**src/trimmed_mean_of_five_assert.svh**
```systemverilog
// Assertion macros for the trimmed mean filter.
`ifndef TRIMMED_MEAN_OF_FIVE_ASSERT_SVH
`define TRIMMED_MEAN_OF_FIVE_ASSERT_SVH

// Same-cycle implication, checked outside reset.
`define TMOF_ASSERT_NOW(lbl, ante, cons, msg) \
    lbl: assert property (@(posedge i_clk) disable iff (!i_rst_n) (ante) |-> (cons)) \
        else $error(msg);

// Next-cycle implication, checked outside reset.
`define TMOF_ASSERT_NEXT(lbl, ante, cons, msg) \
    lbl: assert property (@(posedge i_clk) disable iff (!i_rst_n) (ante) |=> (cons)) \
        else $error(msg);

`endif

```
**src/tmof_pkg.sv**
```systemverilog
// Constants for the trimmed mean of five filter.
package tmof_pkg;

    localparam int CHANNELS_DEF    = 12;
    localparam int SAMPLE_BITS_DEF = 12;

    localparam int WINDOW_LEN = 5;
    localparam int HELD_LEN   = 4;
    localparam int KEPT_LEN   = WINDOW_LEN - 2;

    localparam int CHAN_W      = 4;
    localparam int SAMPLE_IN_W = 12;
    localparam int MEAN_W      = 12;
    localparam int COUNT_W     = 3;
    localparam int DATA_W      = ((SAMPLE_IN_W + 7) / 8) * 8;
    localparam int MDATA_W     = ((MEAN_W + 7) / 8) * 8;

endpackage

```
**src/trimmed_mean_of_five.sv**
```systemverilog
// Per-channel trimmed mean of five: top level.
//
//  channel   dir  tdata                         tuser
//  s_axis    in   sample[11:0], zero pad to 16  channel[3:0]
//  m_axis    out  mean[11:0], zero pad to 16    out_channel[3:0]
//
// Each item passes the input register, then min/max, sum and a reciprocal
// multiply by a third into the result register.
// One item per cycle unless stalled; the channel's window state is read and written
// in the second stage, so items for the same channel may follow back to back.
// A stalled result blocks only items that complete a window; others flow on.
// Synchronous active-low reset clears the window counts; held samples are not reset.
module trimmed_mean_of_five
    import tmof_pkg::*;
#(
    parameter int CHANNELS    = CHANNELS_DEF,
    parameter int SAMPLE_BITS = SAMPLE_BITS_DEF
) (
    input  logic               i_clk,
    input  logic               i_rst_n,
    input  logic               i_s_axis_tvalid,
    output logic               o_s_axis_tready,
    input  logic [DATA_W-1:0]  i_s_axis_tdata,   // [11:0] sample
    input  logic [CHAN_W-1:0]  i_s_axis_tuser,   // [3:0] channel
    output logic               o_m_axis_tvalid,
    input  logic               i_m_axis_tready,
    output logic [MDATA_W-1:0] o_m_axis_tdata,   // [11:0] mean
    output logic [CHAN_W-1:0]  o_m_axis_tuser    // [3:0] out_channel
);

    localparam int CH_IDX_W  = (CHANNELS > 1) ? $clog2(CHANNELS) : 1;
    localparam int SLOT_W    = $clog2(HELD_LEN);
    localparam int EXT_W     = (SAMPLE_BITS > SAMPLE_IN_W) ? SAMPLE_BITS : SAMPLE_IN_W;
    localparam int TOTAL_W   = SAMPLE_BITS + 3;
    localparam int SUM_W     = SAMPLE_BITS + 2;
    // odd shift makes 2^s + 1 divisible by three; exact for sums below 2^s
    localparam int DIV_SHIFT = SUM_W + ((SUM_W + 1) % 2);
    localparam longint DIV_MULT = ((64'd1 << DIV_SHIFT) + 64'd1) / KEPT_LEN;
    localparam int PROD_W    = SUM_W + DIV_SHIFT;

    // input register
    logic                   r_v;
    logic [CHAN_W-1:0]      r_ch;
    logic [SAMPLE_BITS-1:0] r_s;

    // window state
    logic [COUNT_W-1:0]     r_count [CHANNELS];
    logic [SAMPLE_BITS-1:0] r_held  [CHANNELS][HELD_LEN];

    // result register
    logic              r_out_valid;
    logic [CHAN_W-1:0] r_out_ch;
    logic [MEAN_W-1:0] r_out_mean;

    logic [EXT_W-1:0]       in_ext;
    logic [CH_IDX_W-1:0]    idx;
    logic                   in_range;
    logic [COUNT_W-1:0]     cur_count;
    logic                   fires;
    logic                   out_free;
    logic                   st1_go;
    logic [SAMPLE_BITS-1:0] win [WINDOW_LEN];
    logic [SAMPLE_BITS-1:0] lo_a, lo_b, lo_c, lo_min;
    logic [SAMPLE_BITS-1:0] hi_a, hi_b, hi_c, hi_max;
    logic [TOTAL_W-1:0]     total;
    logic [SUM_W-1:0]       mid_sum;
    logic [PROD_W-1:0]      prod;
    logic [MEAN_W-1:0]      n_mean;

    assign in_ext    = EXT_W'(i_s_axis_tdata[SAMPLE_IN_W-1:0]);
    assign idx       = r_ch[CH_IDX_W-1:0];
    assign in_range  = (32'(r_ch) < CHANNELS);
    assign cur_count = r_count[idx];
    assign fires     = in_range && (cur_count == COUNT_W'(HELD_LEN));
    assign out_free  = !r_out_valid || i_m_axis_tready;
    assign st1_go    = r_v && (!fires || out_free);

    assign o_s_axis_tready = !r_v || st1_go;

    always_comb begin
        for (int k = 0; k < HELD_LEN; k++) begin
            win[k] = r_held[idx][k];
        end
        win[HELD_LEN] = r_s;
    end

    // min and max of five as small trees
    always_comb begin
        lo_a   = (win[0] < win[1]) ? win[0] : win[1];
        hi_a   = (win[0] < win[1]) ? win[1] : win[0];
        lo_b   = (win[2] < win[3]) ? win[2] : win[3];
        hi_b   = (win[2] < win[3]) ? win[3] : win[2];
        lo_c   = (lo_a < lo_b) ? lo_a : lo_b;
        hi_c   = (hi_a > hi_b) ? hi_a : hi_b;
        lo_min = (lo_c < win[4]) ? lo_c : win[4];
        hi_max = (hi_c > win[4]) ? hi_c : win[4];
        total  = TOTAL_W'(win[0]) + TOTAL_W'(win[1]) + TOTAL_W'(win[2])
               + TOTAL_W'(win[3]) + TOTAL_W'(win[4]);
        mid_sum = SUM_W'(total - TOTAL_W'(lo_min) - TOTAL_W'(hi_max));
        prod    = PROD_W'(mid_sum) * PROD_W'(DIV_MULT);
        n_mean  = MEAN_W'(prod >> DIV_SHIFT);
    end

    always_ff @(posedge i_clk) begin
        if (!i_rst_n) begin
            r_v <= 1'b0;
        end else if (o_s_axis_tready) begin
            r_v <= i_s_axis_tvalid;
        end
    end

    always_ff @(posedge i_clk) begin
        if (o_s_axis_tready && i_s_axis_tvalid) begin
            r_ch <= i_s_axis_tuser;
            r_s  <= in_ext[SAMPLE_BITS-1:0];
        end
    end

    always_ff @(posedge i_clk) begin
        if (!i_rst_n) begin
            for (int c = 0; c < CHANNELS; c++) begin
                r_count[c] <= '0;
            end
        end else if (st1_go && in_range) begin
            if (fires) begin
                r_count[idx] <= '0;
            end else begin
                r_count[idx] <= cur_count + COUNT_W'(1);
            end
        end
    end

    always_ff @(posedge i_clk) begin
        if (st1_go && in_range && !fires) begin
            r_held[idx][cur_count[SLOT_W-1:0]] <= r_s;
        end
    end

    always_ff @(posedge i_clk) begin
        if (!i_rst_n) begin
            r_out_valid <= 1'b0;
        end else if (st1_go && fires) begin
            r_out_valid <= 1'b1;
        end else if (i_m_axis_tready) begin
            r_out_valid <= 1'b0;
        end
    end

    always_ff @(posedge i_clk) begin
        if (st1_go && fires) begin
            r_out_ch   <= r_ch;
            r_out_mean <= n_mean;
        end
    end

    assign o_m_axis_tvalid = r_out_valid;
    assign o_m_axis_tuser  = r_out_ch;
    assign o_m_axis_tdata  = MDATA_W'(r_out_mean);

`include "trimmed_mean_of_five_assert.svh"

    `TMOF_ASSERT_NOW(a_count_bound, r_v && in_range, cur_count <= COUNT_W'(HELD_LEN), "window count above four")
    `TMOF_ASSERT_NOW(a_no_overwrite, st1_go && fires, out_free, "pending result overwritten")
    `TMOF_ASSERT_NEXT(a_fire_result, st1_go && fires, r_out_valid && (r_out_ch == $past(r_ch)), "completed window gave no result")
    `TMOF_ASSERT_NEXT(a_count_clear, st1_go && fires, r_count[$past(idx)] == '0, "window count not cleared")

endmodule

```
**config.mk**
```make
export PLATFORM = sky130hd
export DESIGN_NAME = trimmed_mean_of_five
export DESIGN_NICKNAME = d
export VERILOG_FILES = /design/src/tmof_pkg.sv /design/src/trimmed_mean_of_five.sv
export VERILOG_INCLUDE_DIRS = /design/src /design/src/src
export SDC_FILE = /design/constraint.sdc
export NUM_CORES = 1
export LEC_CHECK = 0
export BUFFER_PORTS_ARGS = -buffer_cell sky130_fd_sc_hd__buf_2
export CAP_MARGIN = 5
export CORE_MARGIN = 5
export CORE_UTILIZATION = 35
export CTS_BUF_LIST = sky130_fd_sc_hd__clkbuf_4 sky130_fd_sc_hd__clkbuf_8
export DETAILED_ROUTE_END_ITERATION = 8
export GPL_TIMING_DRIVEN = 0
export PLACE_DENSITY = 0.54
export SETUP_SLACK_MARGIN = 0.02
export SYNTH_ARGS = -nofsm -noshare
export SYNTH_HDL_FRONTEND = slang
export SYNTH_SLANG_ARGS = --single-unit
```
**constraint.sdc**
```tcl
create_clock -name i_clk -period 20.7 [get_ports i_clk]
set_input_delay 1.035 -clock i_clk [delete_from_list [all_inputs] [get_ports i_clk]]
set_output_delay 1.035 -clock i_clk [all_outputs]
set_load 0.05 [all_outputs]
```
Yosys cells after proc, flatten, opt, wreduce, memory -nomap -nowiden
Memories as Yosys holds them, arrays and structs flattened. A register that Yosys moved wholly into a read port is not among the register bits. Index checks and enable logic that the tools add are counted.

Memories kept: 2. Input bits: 24. Logic and storage cells: 72. Output and inout port bits: 22. Bits in registers: 34. Memory bits (writable): 612.

Memory list: r_held (depth 12, bits a word 48, rd ports 1, clocked after Yosys merged registers in 1, wr ports 1, line trimmed_mean_of_five.sv:48) `logic [SAMPLE_BITS-1:0] r_held [CHANNELS][HELD_LEN];`; r_count (depth 12, bits a word 3, rd ports 1, clocked after Yosys merged registers in 1, wr ports 12, line trimmed_mean_of_five.sv:47) `logic [COUNT_W-1:0] r_count [CHANNELS];`.

Equal/unequal tests: 1. Multiply operators: 1. Reductions and logical operators: 15. Bitwise operators: 2. Multiplexer cells: 29. Add/subtract/negate cells: 7. $lt $le $gt $ge: 9.

Operators with widths (count): 12-bit 2-to-1 mux (9); 12-bit < comparator (4); 48-bit 2-to-1 mux (1); 14-bit by 12-bit adder with 14-bit output (2); 14-bit by 12-bit subtractor with 14-bit output (2); 14-bit by 14-bit multiplier with 27-bit output, second input constant (1); 12-bit demux with 2-bit select (1); 12-bit > comparator (2); 13-bit by 12-bit adder with 14-bit output (1); 12-bit by 12-bit adder with 13-bit output (1); 1-bit 2-to-1 mux (13); 4-bit 2-to-1 mux (3); 1-bit logical AND (7); 3-bit 2-to-1 mux (2); 4-bit < comparator, second input constant (1); 3-bit by 1-bit adder with 3-bit output, second input constant (1); 3-bit equality test, second input constant (1); 3-bit >= comparator, second input constant (1); 1-bit logical NOT (3); 1-bit logical OR (3); 3-bit by 1-bit < comparator with 1-bit output, second input constant (1); 2-bit inverter with 3-bit output (1); 3-bit OR reduction (1); 2-bit nonzero test (1); 1-bit OR (1).

Depth between registers and ports, before layout
Depth in word-level cells: 12. Mapped depth: 76. Mapped depth without buffers: 67.

Worst setup path before layout
OpenSTA, ideal clock, no wires.

Kind: reg-to-reg. Start: register (tool-made name). End: register r_out_mean[11], data pin. Arrival: 16321 ps. Period minus slack after synthesis: 16580 ps. Cell stages (with the launch flop): 66. Slack: 4120 ps. Data required time: 20440 ps. Buffers on the path: 8. Cell sequence: dfxtp_1 buf_6 buf_8 buf_6 buf_4 buf_2 mux4_2 a21oi_1 ha_1 a21o_1 a21o_1 a221oi_2 and2_1 buf_2 mux2_2 ha_1 a21o_1 a21o_1 [... 30 more ...] inv_1 fa_1 inv_1 fa_1 fa_1 inv_1 fa_1 inv_1 ha_1 nand2_1 nor2_1 a2111oi_0 o211ai_1 a221o_1 a41o_1 o41a_1 a21oi_1 xnor2_1.

RTL lines: to (signal assigned) (line trimmed_mean_of_five.sv:152) `r_out_mean <= n_mean;`; to (decl) (line trimmed_mean_of_five.sv:53) `logic [MEAN_W-1:0] r_out_mean;`.

==> metrics.md <==
| Metric | Value |
|---|---|
| CTS clk-pin slew, worst paths | `0.06 ns` |
| Drt first pass iters | `5` |
| Synthesized area per cell | `15.9 sq um` |
| R2r endpoint | `r_out_mean[11]$_DFFE_PP_` |
| DRC | `0` |
| Layout cells sized above 1 | `21.8%` |
| Clk_lat worst skew | `0.73 ns` |
| CP required | `21.18 ns` |
| RSZ-0062 raised after global routing | `false` |
| Cts bufs inserted | `105` |
| Worst path max stage delay | `0.67 ns` |
| Gr ovfl total | `0` |
| Synth Register Bits | `662` |
| CP Class | `flop to flop` |
| Post-route ant nets | `0` |
| Max Freq | `51.0 MHz` |
| CTS tree | `done` |
| Worst-Margin Slew | `1.34 ns` |
| Clk root buf | `clkbuf_8` |
| Post-DP HPWL | `66.2 mm` |
| Critical Path End | `r_out_mean[11]$_DFFE_PP_` |
| Area of the multi-input gates | `0.0124 sq mm` |
| Vias in the first global route | `19,500` |
| Placer Congestion | `0.891` |
| Sequential cell area | `0.0198 sq mm` |
| DIE AREA | `0.102 sq mm` |
| Final setup skew | `0.0366 ns` |
| Crit Path Max Fanout | `10` |
| Rel. slew slack | `10.1%` |
| Die Width | `319 microns` |
| Setup Viol. Count Final | `0` |
| Ys async rst share | `0%` |
| Row Count | `113` |
| Max cap viols | `0` |
| Synth Warn # | `0` |
| Arr. time, crit path | `20.07 ns` |
| Synth area leader | `edfxtp_1` |
| R2R Setup Slk | `1.11 ns` |
| Clk sinks | `662` |
| Synth cell count leaders | `edfxtp_1, inv_1, ha_1` |
| Total core area | `0.0949 sq mm` |
| Startpoint Class | `flop` |
| Seq/Total Area, Yosys | `59.3%` |
| Routed WL per cell | `24.3 microns` |
| Number of I/O port buffers | `37` |
| Status | `finished, final reports clean` |
| Drt first-iter violations | `1,526` |
| I/O pin count | `46` |
| Nets | `2,616` |
| Largest net degree at the start of global routing | `37` |
| Clk buf depth | `3` |
| Via count | `18,800` |
| Worst hold path type | `input port to flop` |
| FILL cells | `8,699` |
| Setup tns final | `0 ns` |
| Top area cells in the synthesized netlist | `edfxtp_1, mux4_2, ha_1` |
| Total track usage | `17.2%` |
| Worst Slack Setup Final | `1.11 ns` |
| Initial Util | `35.2%` |
| Fin. Hold Viols | `0` |
| Initial antenna violation count | `2` |
| Number of H-tree levels | `3` |
| Routed vias/inst | `5.13` |
| Most used DFF post-synth | `edfxtp_1` |
| WL final | `88.9 mm` |
| R2R depth | `67` |
| Critical path endpoint category | `flop` |
| Period minus WS final | `19.59 ns` |
| Yosys cell types | `70` |
| Slowest CP cell | `or4b_2` |
| Top cell type's share of synthesized area | `59.0%` |
| Gate Count Post-Synth | `2,107` |
| Most numerous cell in the Yosys netlist | `edfxtp_1` |
| Die Y | `319 microns` |
| Post-Route Utilization | `40.2%` |
| Final period utilization | `94.6%` |
| Synthesized area | `0.0334 sq mm` |
| Post-synth EDFFs | `656` |
| Pre-CTS WS | `-0.145 ns` |
| Critical path's most frequent cell | `fa_1` |
| Pins Over Slew Limit | `0` |
| Area grow syn2layout | `14.2%` |
| First-pass GRT wire length | `129 mm` |
-- timing repair --
action | CTS | global route
hold buffers | 0 | 0
resized for setup | 3 | 30
setup endpoints to repair | 2 | 10
buffers inserted | 0 | 0
-- state kept, by name, indices dropped and copies added (netlist names), named ones only --
register	flops
r_held	576
r_count	48
r_out_mean	12
r_s	12
idx	4
o_m_axis_tuser	4
o_m_axis_tvalid	1
r_v	1
-- final cells by class --
| cell class | instances | area share (%) |
|---|---|---|
| inverters | 225 | 2.21 |
| multi-input cells | 1150 | 32.5 |
| clock buffers | 146 | 4.60 |
| well taps | 1265 | 4.15 |
| flip-flops and latches | 662 | 52.0 |
| clock inverters | 44 | 0.794 |
| repair buffers | 81 | 2.55 |
| plain buffers | 83 | 1.22 |
| diodes | 1 | 0.00656 |
-- metal layers --
layer / routed length [microns] / part of all wire, % / track usage (%)
met1: 37400 / 42 / 22.4
met2: 43700 / 49 / 29.1
met3: 5220 / 5.9 / 3.62
met4: 2660 / 3.0 / 5.33
met5: 0 / 0 / 0
-- cells by family after synthesis --
logic type	share of synthesized area [%]
AOI/OAI and AO/OA	5.03
xor gates and xnor gates	1.13
adders and majority gates	13.0
buffers and inverters	3.87
DFF	59.3
muxes	13.8
other	0.0112
and+or+nand+nor	3.87
-- how the worst min path moves through the flow --
stage | startpoint | endpoint | slack [ns] | cells past startpoint
detailed placement | idx[2]$_DFFE_PP_ | o_m_axis_tuser[2]$_DFFE_PP_ | 0.55 | 0
finish | i_s_axis_tdata[9] | r_s[9]$_DFFE_PP_ | 0.48 | 1
global placement | idx[2]$_DFFE_PP_ | o_m_axis_tuser[2]$_DFFE_PP_ | 0.54 | 0
CTS | i_s_axis_tdata[9] | r_s[9]$_DFFE_PP_ | 0.40 | 1
floorplan | idx[2]$_DFFE_PP_ | o_m_axis_tuser[2]$_DFFE_PP_ | 0.50 | 0
global route | i_s_axis_tdata[9] | r_s[9]$_DFFE_PP_ | 0.42 | 1
-- worst max-delay path, delay by kind of cell, from the launching register on --
| kind | cells | cell delay [ns] |
|---|---|---|
| AOI/OAI and AO/OA | 27 | 7.12 |
| adders and majority gates | 14 | 5.79 |
| buffers and inverters | 14 | 3.41 |
| and+or+nand+nor | 9 | 1.76 |
| muxes | 2 | 0.81 |
| DFF | 1 | 0.30 |
| xor gates and xnor gates | 1 | 0.09 |
-- per-stage QoR --
stage | hold slack (ns) | instance area (sq um) | instances
after global routing | 0.418 | 38100 | 3657
after detailed placement | 0.550 | 35900 | 3455
after global placement | 0.545 | 35200 | 3424
after CTS | 0.404 | 38000 | 3645
final | 0.483 | 38100 | 3657
after floorplan | 0.501 | 33500 | 2122
-- placed cells by master (no fill, tap or decap), types with 44 or more instances in the layout --
master	instances
edfxtp_1	656
inv_1	211
ha_1	180
nor2_1	172
mux4_2	157
clkbuf_8	106
fa_1	104
a21oi_1	87
mux2i_1	84
buf_2	55
clkbuf_4	44
Power is left out: the tool's default activity adds up to more than one toggle a clock period on the data nets, which glitch-free logic cannot reach.
